[src/rtl/core/wdu_pkg.sv]
`default_nettype none
// ----------------------------------------------------------------------------
// wdu_pkg
// Shared types and constants of the weighted depth upsampler.
// ----------------------------------------------------------------------------
package wdu_pkg;

  // Configuration register indexes
  localparam logic [1:0] CFG_RANGE_X = 2'd0;
  localparam logic [1:0] CFG_RANGE_Y = 2'd1;
  localparam logic [1:0] CFG_RANGE_Z = 2'd2;

  localparam logic [30:0] RANGE_RESET = 31'd65536;

  // Saturation limits
  localparam logic [31:0] WEIGHT_MAX = 32'hFFFF_FFFF;
  localparam logic [30:0] EST_MAX    = 31'h7FFF_FFFF;
  localparam logic [7:0]  BYTE_MAX   = 8'hFF;
  localparam logic [8:0]  BYTE_SCALE = 9'd255;

  // Square root takes a 64-bit radicand, two bits per step
  localparam int SQRT_IN_W  = 64;
  localparam int SQRT_STEPS = 32;

  // Operation of the shared compare-subtract unit
  typedef enum logic {
    OP_DIV  = 1'b0,
    OP_SQRT = 1'b1
  } unit_op_t;

  typedef struct packed {
    logic     start;
    unit_op_t op;
  } unit_ctl_t;

  typedef struct packed {
    logic busy;
    logic done;
  } unit_sts_t;

endpackage
`default_nettype wire

[src/rtl/core/wdu_serial_unit.sv]
`default_nettype none
// ----------------------------------------------------------------------------
// wdu_serial_unit
// Shared compare-subtract unit: restoring division one quotient bit per
// cycle, or integer square root two radicand bits per cycle.
// ----------------------------------------------------------------------------
module wdu_serial_unit #(
  parameter int UN = 79,
  parameter int UD = 70
) (
  input  wire                   clk,
  input  wire                   rst_n,
  input  wdu_pkg::unit_ctl_t    ctl,
  input  wire        [UN-1:0]   num,
  input  wire        [UD-1:0]   den,
  output wdu_pkg::unit_sts_t    sts,
  output logic       [UN-1:0]   quo,
  output logic       [31:0]     root
);

  localparam int CW = $clog2(UN + 1);

  logic               busy_r, busy_nxt;
  wdu_pkg::unit_op_t  op_r, op_nxt;
  logic [CW-1:0]      cnt_r, cnt_nxt;
  logic [UD:0]        rem_r, rem_nxt;
  logic [UN-1:0]      sh_r, sh_nxt;
  logic [31:0]        root_r, root_nxt;
  logic [UD-1:0]      den_r, den_nxt;

  logic [UD:0]        rem_sh, trial, diff;
  logic               ge, last;

  // One compare-subtract step
  always_comb begin
    if (op_r == wdu_pkg::OP_DIV) begin
      rem_sh = {rem_r[UD-1:0], sh_r[UN-1]};
      trial  = {1'b0, den_r};
    end else begin
      rem_sh = {rem_r[UD-2:0], sh_r[UN-1:UN-2]};
      trial  = (UD+1)'({root_r, 2'b01});
    end
    ge   = rem_sh >= trial;
    diff = rem_sh - trial;
    last = cnt_r == CW'(1);
  end

  // Sequencing
  always_comb begin
    busy_nxt = busy_r;
    op_nxt   = op_r;
    cnt_nxt  = cnt_r;
    rem_nxt  = rem_r;
    sh_nxt   = sh_r;
    root_nxt = root_r;
    den_nxt  = den_r;
    if (busy_r) begin
      rem_nxt = ge ? diff : rem_sh;
      cnt_nxt = cnt_r - CW'(1);
      if (op_r == wdu_pkg::OP_DIV) begin
        sh_nxt = {sh_r[UN-2:0], ge};
      end else begin
        sh_nxt   = {sh_r[UN-3:0], 2'b00};
        root_nxt = {root_r[30:0], ge};
      end
      if (last) begin
        busy_nxt = 1'b0;
      end
    end else if (ctl.start) begin
      busy_nxt = 1'b1;
      op_nxt   = ctl.op;
      den_nxt  = den;
      rem_nxt  = '0;
      root_nxt = '0;
      if (ctl.op == wdu_pkg::OP_DIV) begin
        sh_nxt  = num;
        cnt_nxt = CW'(UN);
      end else begin
        sh_nxt  = UN'(num[wdu_pkg::SQRT_IN_W-1:0]) << (UN - wdu_pkg::SQRT_IN_W);
        cnt_nxt = CW'(wdu_pkg::SQRT_STEPS);
      end
    end
  end

  always_ff @(posedge clk) begin
    if (!rst_n) begin
      busy_r <= 1'b0;
      op_r   <= wdu_pkg::OP_DIV;
      cnt_r  <= '0;
    end else begin
      busy_r <= busy_nxt;
      op_r   <= op_nxt;
      cnt_r  <= cnt_nxt;
    end
    rem_r  <= rem_nxt;
    sh_r   <= sh_nxt;
    root_r <= root_nxt;
    den_r  <= den_nxt;
  end

  assign sts.busy = busy_r;
  assign sts.done = busy_r && last;
  assign quo      = sh_r;
  assign root     = root_r;

`ifndef SYNTHESIS
  a_start_idle: assert property (@(posedge clk) disable iff (!rst_n)
    ctl.start |-> !busy_r) else $error("unit started while busy");
  a_done_ends: assert property (@(posedge clk) disable iff (!rst_n)
    sts.done |=> !busy_r) else $error("unit still busy after done");
  a_busy_count: assert property (@(posedge clk) disable iff (!rst_n)
    busy_r |-> cnt_r != '0) else $error("unit busy with empty step count");
`endif

endmodule
`default_nettype wire

[config.mk]
export PLATFORM = sky130hd
export DESIGN_NAME = wdu_serial_unit
export DESIGN_NICKNAME = d
export VERILOG_FILES = /design/src/rtl/core/wdu_pkg.sv /design/src/rtl/core/wdu_serial_unit.sv
export SDC_FILE = /design/constraint.sdc
export NUM_CORES = 1
export LEC_CHECK = 0
export BUFFER_PORTS_ARGS = -buffer_cell sky130_fd_sc_hd__clkbuf_2
export CORE_ASPECT_RATIO = 0.75
export CORE_MARGIN = 2
export CORE_UTILIZATION = 50
export DETAILED_ROUTE_END_ITERATION = 10
export PLACE_DENSITY = 0.72
export SLEW_MARGIN = 15
export SYNTH_ARGS = -nofsm -noshare
export SYNTH_HDL_FRONTEND = slang
export SYNTH_SLANG_ARGS = --single-unit
[constraint.sdc]
create_clock -name clk -period 7.1 [get_ports clk]
set_input_delay 0.71 -clock clk [delete_from_list [all_inputs] [get_ports clk]]
set_output_delay 0.71 -clock clk [all_outputs]
set_load 0.01 [all_outputs]
# Word-level counts from Yosys, hierarchy flattened

Cells that the tools add are included.

Add/sub/neg operators: 2
Magnitude comparators: 1
Reduce and logical (&&, ||, !) cells: 4
Equality and inequality tests: 2
Mux-type cells: 18
Bitwise logic cells: 1

Operators by type and width:

| operator            | count |
|---|---|
| $mux 79             | 4 |
| $mux 70             | 4 |
| $mux 32             | 3 |
| $ge 71x70->1        | 1 |
| $mux 71             | 1 |
| $sub 70x70->70      | 1 |
| $mux 7              | 3 |
| $eq 7x1->1 const B  | 1 |
| $sub 7x1->7 const B | 1 |
| $reduce_and 2->1    | 2 |
| $mux 1              | 3 |
| $ne 2x1->1 const B  | 1 |
| $reduce_bool 2->1   | 1 |
| $logic_and 1x1->1   | 1 |
| $not 1->1           | 1 |

Word-level logic and storage cells: 35
Register bits after elaboration: 260
Output and inout bits: 113
Bits of input ports: 153

# Longest topological paths before layout

Depth after elaboration: 4
Depth in mapped cells: 20

# Least setup slack after synthesis

No wires, ideal clock.

Kind: register to register
Start point: register op_r
End point: register rem_r[59] (data pin)
Path buffers: 7
Period minus slack after synthesis: 4681 ps
Slack: 2419 ps
Cell stages (with the launch flop): 20
Required time: 6829 ps
Data arrival time: 4410 ps
Path through: dfxtp_1 -> clkbuf_1 -> buf_1 -> clkbuf_1 -> buf_1 -> mux2i_1 -> ha_1 -> buf_2 -> nand2_2 -> nor3_2 -> nand3_1 -> or3_1 -> o21a_1 -> o21ai_2 -> a21oi_2 -> a211o_1 -> buf_6 -> nand2_1 -> buf_2 -> a211oi_1

Longest elaborated chain between the ends: 4
Elaborated cells on any way between the ends: 6
Classes of those cells: add/sub: 1; order compare: 1; mux: 4

RTL lines:

| what                                           | RTL line                                     | text |
|---|---|---|
| from (decl)                                    | wdu_serial_unit.sv:24                        | `wdu_pkg::unit_op_t op_r, op_nxt;` |
| from (signal assigned)                         | wdu_serial_unit.sv:88                        | `op_r <= wdu_pkg::OP_DIV;` |
| from (signal assigned)                         | wdu_serial_unit.sv:92                        | `op_r <= op_nxt;` |
| $mux 71 or $mux 70 (tied branches)             | wdu_serial_unit.sv:36                        | `if (op_r == wdu_pkg::OP_DIV) begin` |
| $sub 70x70->70 or $ge 71x70->1 (tied branches) | wdu_serial_unit.sv:44, wdu_serial_unit.sv:43 |  |
| $mux 70 (*)                                    | wdu_serial_unit.sv:58                        | `rem_nxt = ge ? diff : rem_sh;` |
| $mux 70 (*)                                    | wdu_serial_unit.sv:57                        | `if (busy_r) begin` |
| to (signal assigned)                           | wdu_serial_unit.sv:95                        | `rem_r <= rem_nxt;` |
| to (decl)                                      | wdu_serial_unit.sv:26                        | `logic [UD:0] rem_r, rem_nxt;` |

Mark *: on every way between the ends. The rest lies on a longest branch, timed or not.
A chain may end at the register's enable or synchronous reset.

# Worst setup path after layout

Start point: register op_r
End point: register rem_r[8] (data pin)

Same word-level chain as after synthesis.

==> summary.md <==
| Metric | Value |
|---|---|
| First-pass GRT wire length | `75500 um` |
| IO Count | `266` |
| Total negative slack | `0 ns` |
| Residual antenna-violating net count after detailed routing | `0` |
| Placement Cell Area | `0.0184 mm^2` |
| Port buffer count | `265` |
| CTS tree | `yes` |
| Post-CTS Resized | `0` |
| Detail-routed via count per cell | `6.29` |
| DR WL/cell | `21.5 um` |
| Maximum vdd ir drop | `209 uV` |
| Worst Setup EP | `rem_r[8]` |
| Number of flops mapped to enable cells by yosys | `251` |
| 1st-iter DRT viols | `1554` |
| Post-DP HPWL | `34500 um` |
| Total clock sinks | `260` |
| Data arrival at the endpoint of the critical path | `5.70 ns` |
| Total area of sequential cells | `0.00772 mm^2` |
| Share of the cycle needed by the critical path after routing | `0.747` |
| Initial Util | `0.505` |
| Initial antenna violation count | `0` |
| Met3 track utilization from global routing | `0.0575` |
| Start-to-end type of the worst setup path | `reg -> reg` |
| Count of standard-cell rows | `58` |
| Count of cells along the worst register-to-register path | `14` |
| Overall global routing resource usage | `0.267` |
| Final core occ | `0.580` |
| Critical R2R Capture | `rem_r[8]` |
| Post-Syn Nets | `1832` |
| Final WL | `48900 um` |
| Maxcap violations | `0` |
| Flip-flop and latch count after synthesis | `260` |
| Proportion of layout cells with a drive suffix above 1 | `0.229` |
| Pin count of the biggest net entering global routing | `83` |
| Global Route met1 Usage | `0.412` |
| Fin. max-slew vios | `0` |
| Worst Path Required | `7.50 ns` |
| Count of final setup violators | `0` |
| Reg-to-reg slack, setup | `1.80 ns` |
| Residual DRC count | `0` |
| Net count, final | `2029` |
| Final Hold Vio Count | `0` |
| Sequential element share of the synthesized area | `0.459` |
| Number of levels in the clock H-tree | `1` |
| Clock transition at the register clock pins on the worst setup and hold paths after CTS | `0.06 ns` |
| Crit path launch type | `flop` |
| Worst skew pair latency | `0.57 ns` |
| Fraction of met2 tracks used by global routing | `0.383` |
| Final WS setup | `1.80 ns` |
| Power density of the placed cells | `297 mW/mm^2` |
| Post-CTS setup-driven buffer insertion count | `0` |
| Final Skew | `0.0222 ns` |
| Setup repair after global routing missed its margin | `no` |
| Buffer levels on the longest clock path | `3` |
| Min Clock Period, post-route | `5.30 ns` |
| Worst hold-check path type | `in -> reg` |
| Area share of the largest cell type after synthesis | `0.448` |
| Final weighted congestion in routability-driven placement | `0.942` |
| Gr busiest metal | `met1` |
| Mean post-synth cell area | `10.5 um^2` |
| Total non-filler cell area in the finished layout | `0.0193 mm^2` |
| Async SR Flop Fraction | `0` |
| Max-slew headroom | `0.314` |
| Std-Cell Core Area | `0.0333 mm^2` |
| Relative area change from synthesis to final layout | `14.9%` |
| Inserted Clock Buffers | `28` |
| Critical path startpoint | `op_r` |
| Leakage power | `0.00777 uW` |
| Fill cell total of the finished layout | `2862` |
| Area of the multi-input gates | `0.00857 mm^2` |
| Worst r2r src | `op_r` |
| Overall via count from detail_route | `14300` |
| Die outline area | `0.0351 mm^2` |
| Outcome | `complete, no violations` |
| Synth cell types | `72` |
| Critical Path End Type | `flop` |
| Die height | `163 um` |
| Smallest hold slack | `0.308 ns` |
| Remaining global-route overflow | `0` |
| Yosys warning count | `0` |
| Predominant post-synthesis flop cell | `edfxtp_1` |
| DP Worst Slack | `1.86 ns` |
| Clock tree root driver cell | `clkbuf_16` |
| # hold bufs at CTS | `0` |
| Dominant cells by area after synthesis | `edfxtp_1, ha_1, mux2_2` |
| Max Freq | `0.189 GHz` |
| N_diodes | `0` |
| Cell taking the most area after synthesis | `edfxtp_1` |
| Mapped cell area | `0.0168 mm^2` |
| Via count of the first global-routing pass | `13400` |
| Total iterations of the first detailed-routing run | `5` |
| Die Span X | `216 um` |
| Worst-margin pin slew | `1.03 ns` |
| Post-synthesis cell count | `1606` |
| Peak fanout along the critical path | `73` |
==> final cells by class <==
class                      instances  area share
timing repair buffer             281      0.0755
multi-input combinational       1200       0.443
clock inverter                    15     0.00829
inverter                          32     0.00647
sequential                       260       0.400
tap                              450      0.0291
clock buffer                      35      0.0376
==> layout by cell type, fill, tap and decap left out, types with 17 or more instances in the layout <==
master     synthesis  layout
a211oi_1          26      26
a21o_1            27      27
a21oi_1          154     154
a221o_1           64      64
a22o_1            66      66
and2_1            35      34
and3_1            18      18
clkbuf_16          0      28
clkbuf_2           2     265
edfxtp_1         251     251
ha_1              72      72
inv_1             32      29
mux2_2            70      70
mux2i_1           50      50
nand2_1          100     100
nand2b_1          43      43
nand3_1           64      64
nand4_1           19      19
nor2_1            55      52
nor3_1            23      23
o21a_1            17      17
o21ai_0          106     106
o21bai_1          18      18
xnor2_1           27      27
xor2_1            26      26
==> sequential cells by signal, indices dropped and copies added, names as in the netlist <==
name	cells
quo	79
den_r	70
rem_r	70
root	32
cnt_r	7
busy_r	1
op_r	1
==> power by group <==
part	switching [uW]	internal (uW)	total [uW]
registers	145	1950	2090
logic	1330	866	2200
clock network	612	832	1440
total	2090	3640	5730
==> per-stage QoR <==
step	std cells	power [uW]
after floorplan	1606	3650
after global placement	2223	4220
after detailed placement	2223	4260
after CTS	2273	5720
after global routing	2273	6050
final	2273	5730
==> cells in the mapped netlist, types with 19 or more instances <==
library cell / n
edfxtp_1: 251
a21oi_1: 154
o21ai_0: 106
nand2_1: 100
clkbuf_1: 80
ha_1: 72
mux2_2: 70
a22o_1: 66
a221o_1: 64
nand3_1: 64
nor2_1: 55
mux2i_1: 50
nand2b_1: 43
and2_1: 35
inv_1: 32
a21o_1: 27
xnor2_1: 27
a211oi_1: 26
xor2_1: 26
nor3_1: 23
nand4_1: 19
==> logic make-up (layout without fill, tap and decap cells) <==
logic type | after synthesis | after routing | share of synthesized area
AO/OA/AOI/OAI | 551 | 551 | 0.224
XOR/XNOR | 53 | 53 | 0.0276
adder cells (fa/ha/maj) | 73 | 73 | 0.0547
buffers and inverters | 146 | 363 | 0.0351
flip-flops | 260 | 260 | 0.459
multiplexers | 120 | 120 | 0.0766
AND/OR/NAND/NOR | 403 | 403 | 0.123
==> routing by layer <==
metal | part of all wire | wire length (um)
met3 | 0.085 | 4150
met4 | 0.022 | 1090
met2 | 0.42 | 20500
met1 | 0.47 | 23100
met5 | 0 | 0
==> worst max-delay path, stage by stage, from the launching register on <==
cell and delay, ns:
dfxtp_4 0.87, buf_12 0.41, mux2_2 0.40, ha_1 0.47
nand2_2 0.18, o21ai_0 0.36, a211oi_1 0.09, o31ai_1 0.43
a21oi_1 0.15, o21ai_2 0.11, a21oi_2 0.13, a211o_2 0.57
buf_4 0.37, a211o_1 0.34, a21oi_1 0.15
==> worst min path at each step <==
stage	to	from	cells after the start
finish	den_r[23]	den[23]	1
floorplan	cnt_r[4]	cnt_r[4]	1
detailed placement	cnt_r[4]	cnt_r[4]	1
CTS	den_r[23]	den[23]	1
global placement	cnt_r[4]	cnt_r[4]	1
global route	den_r[51]	den[51]	1
(Power assumes the default switching activity.)
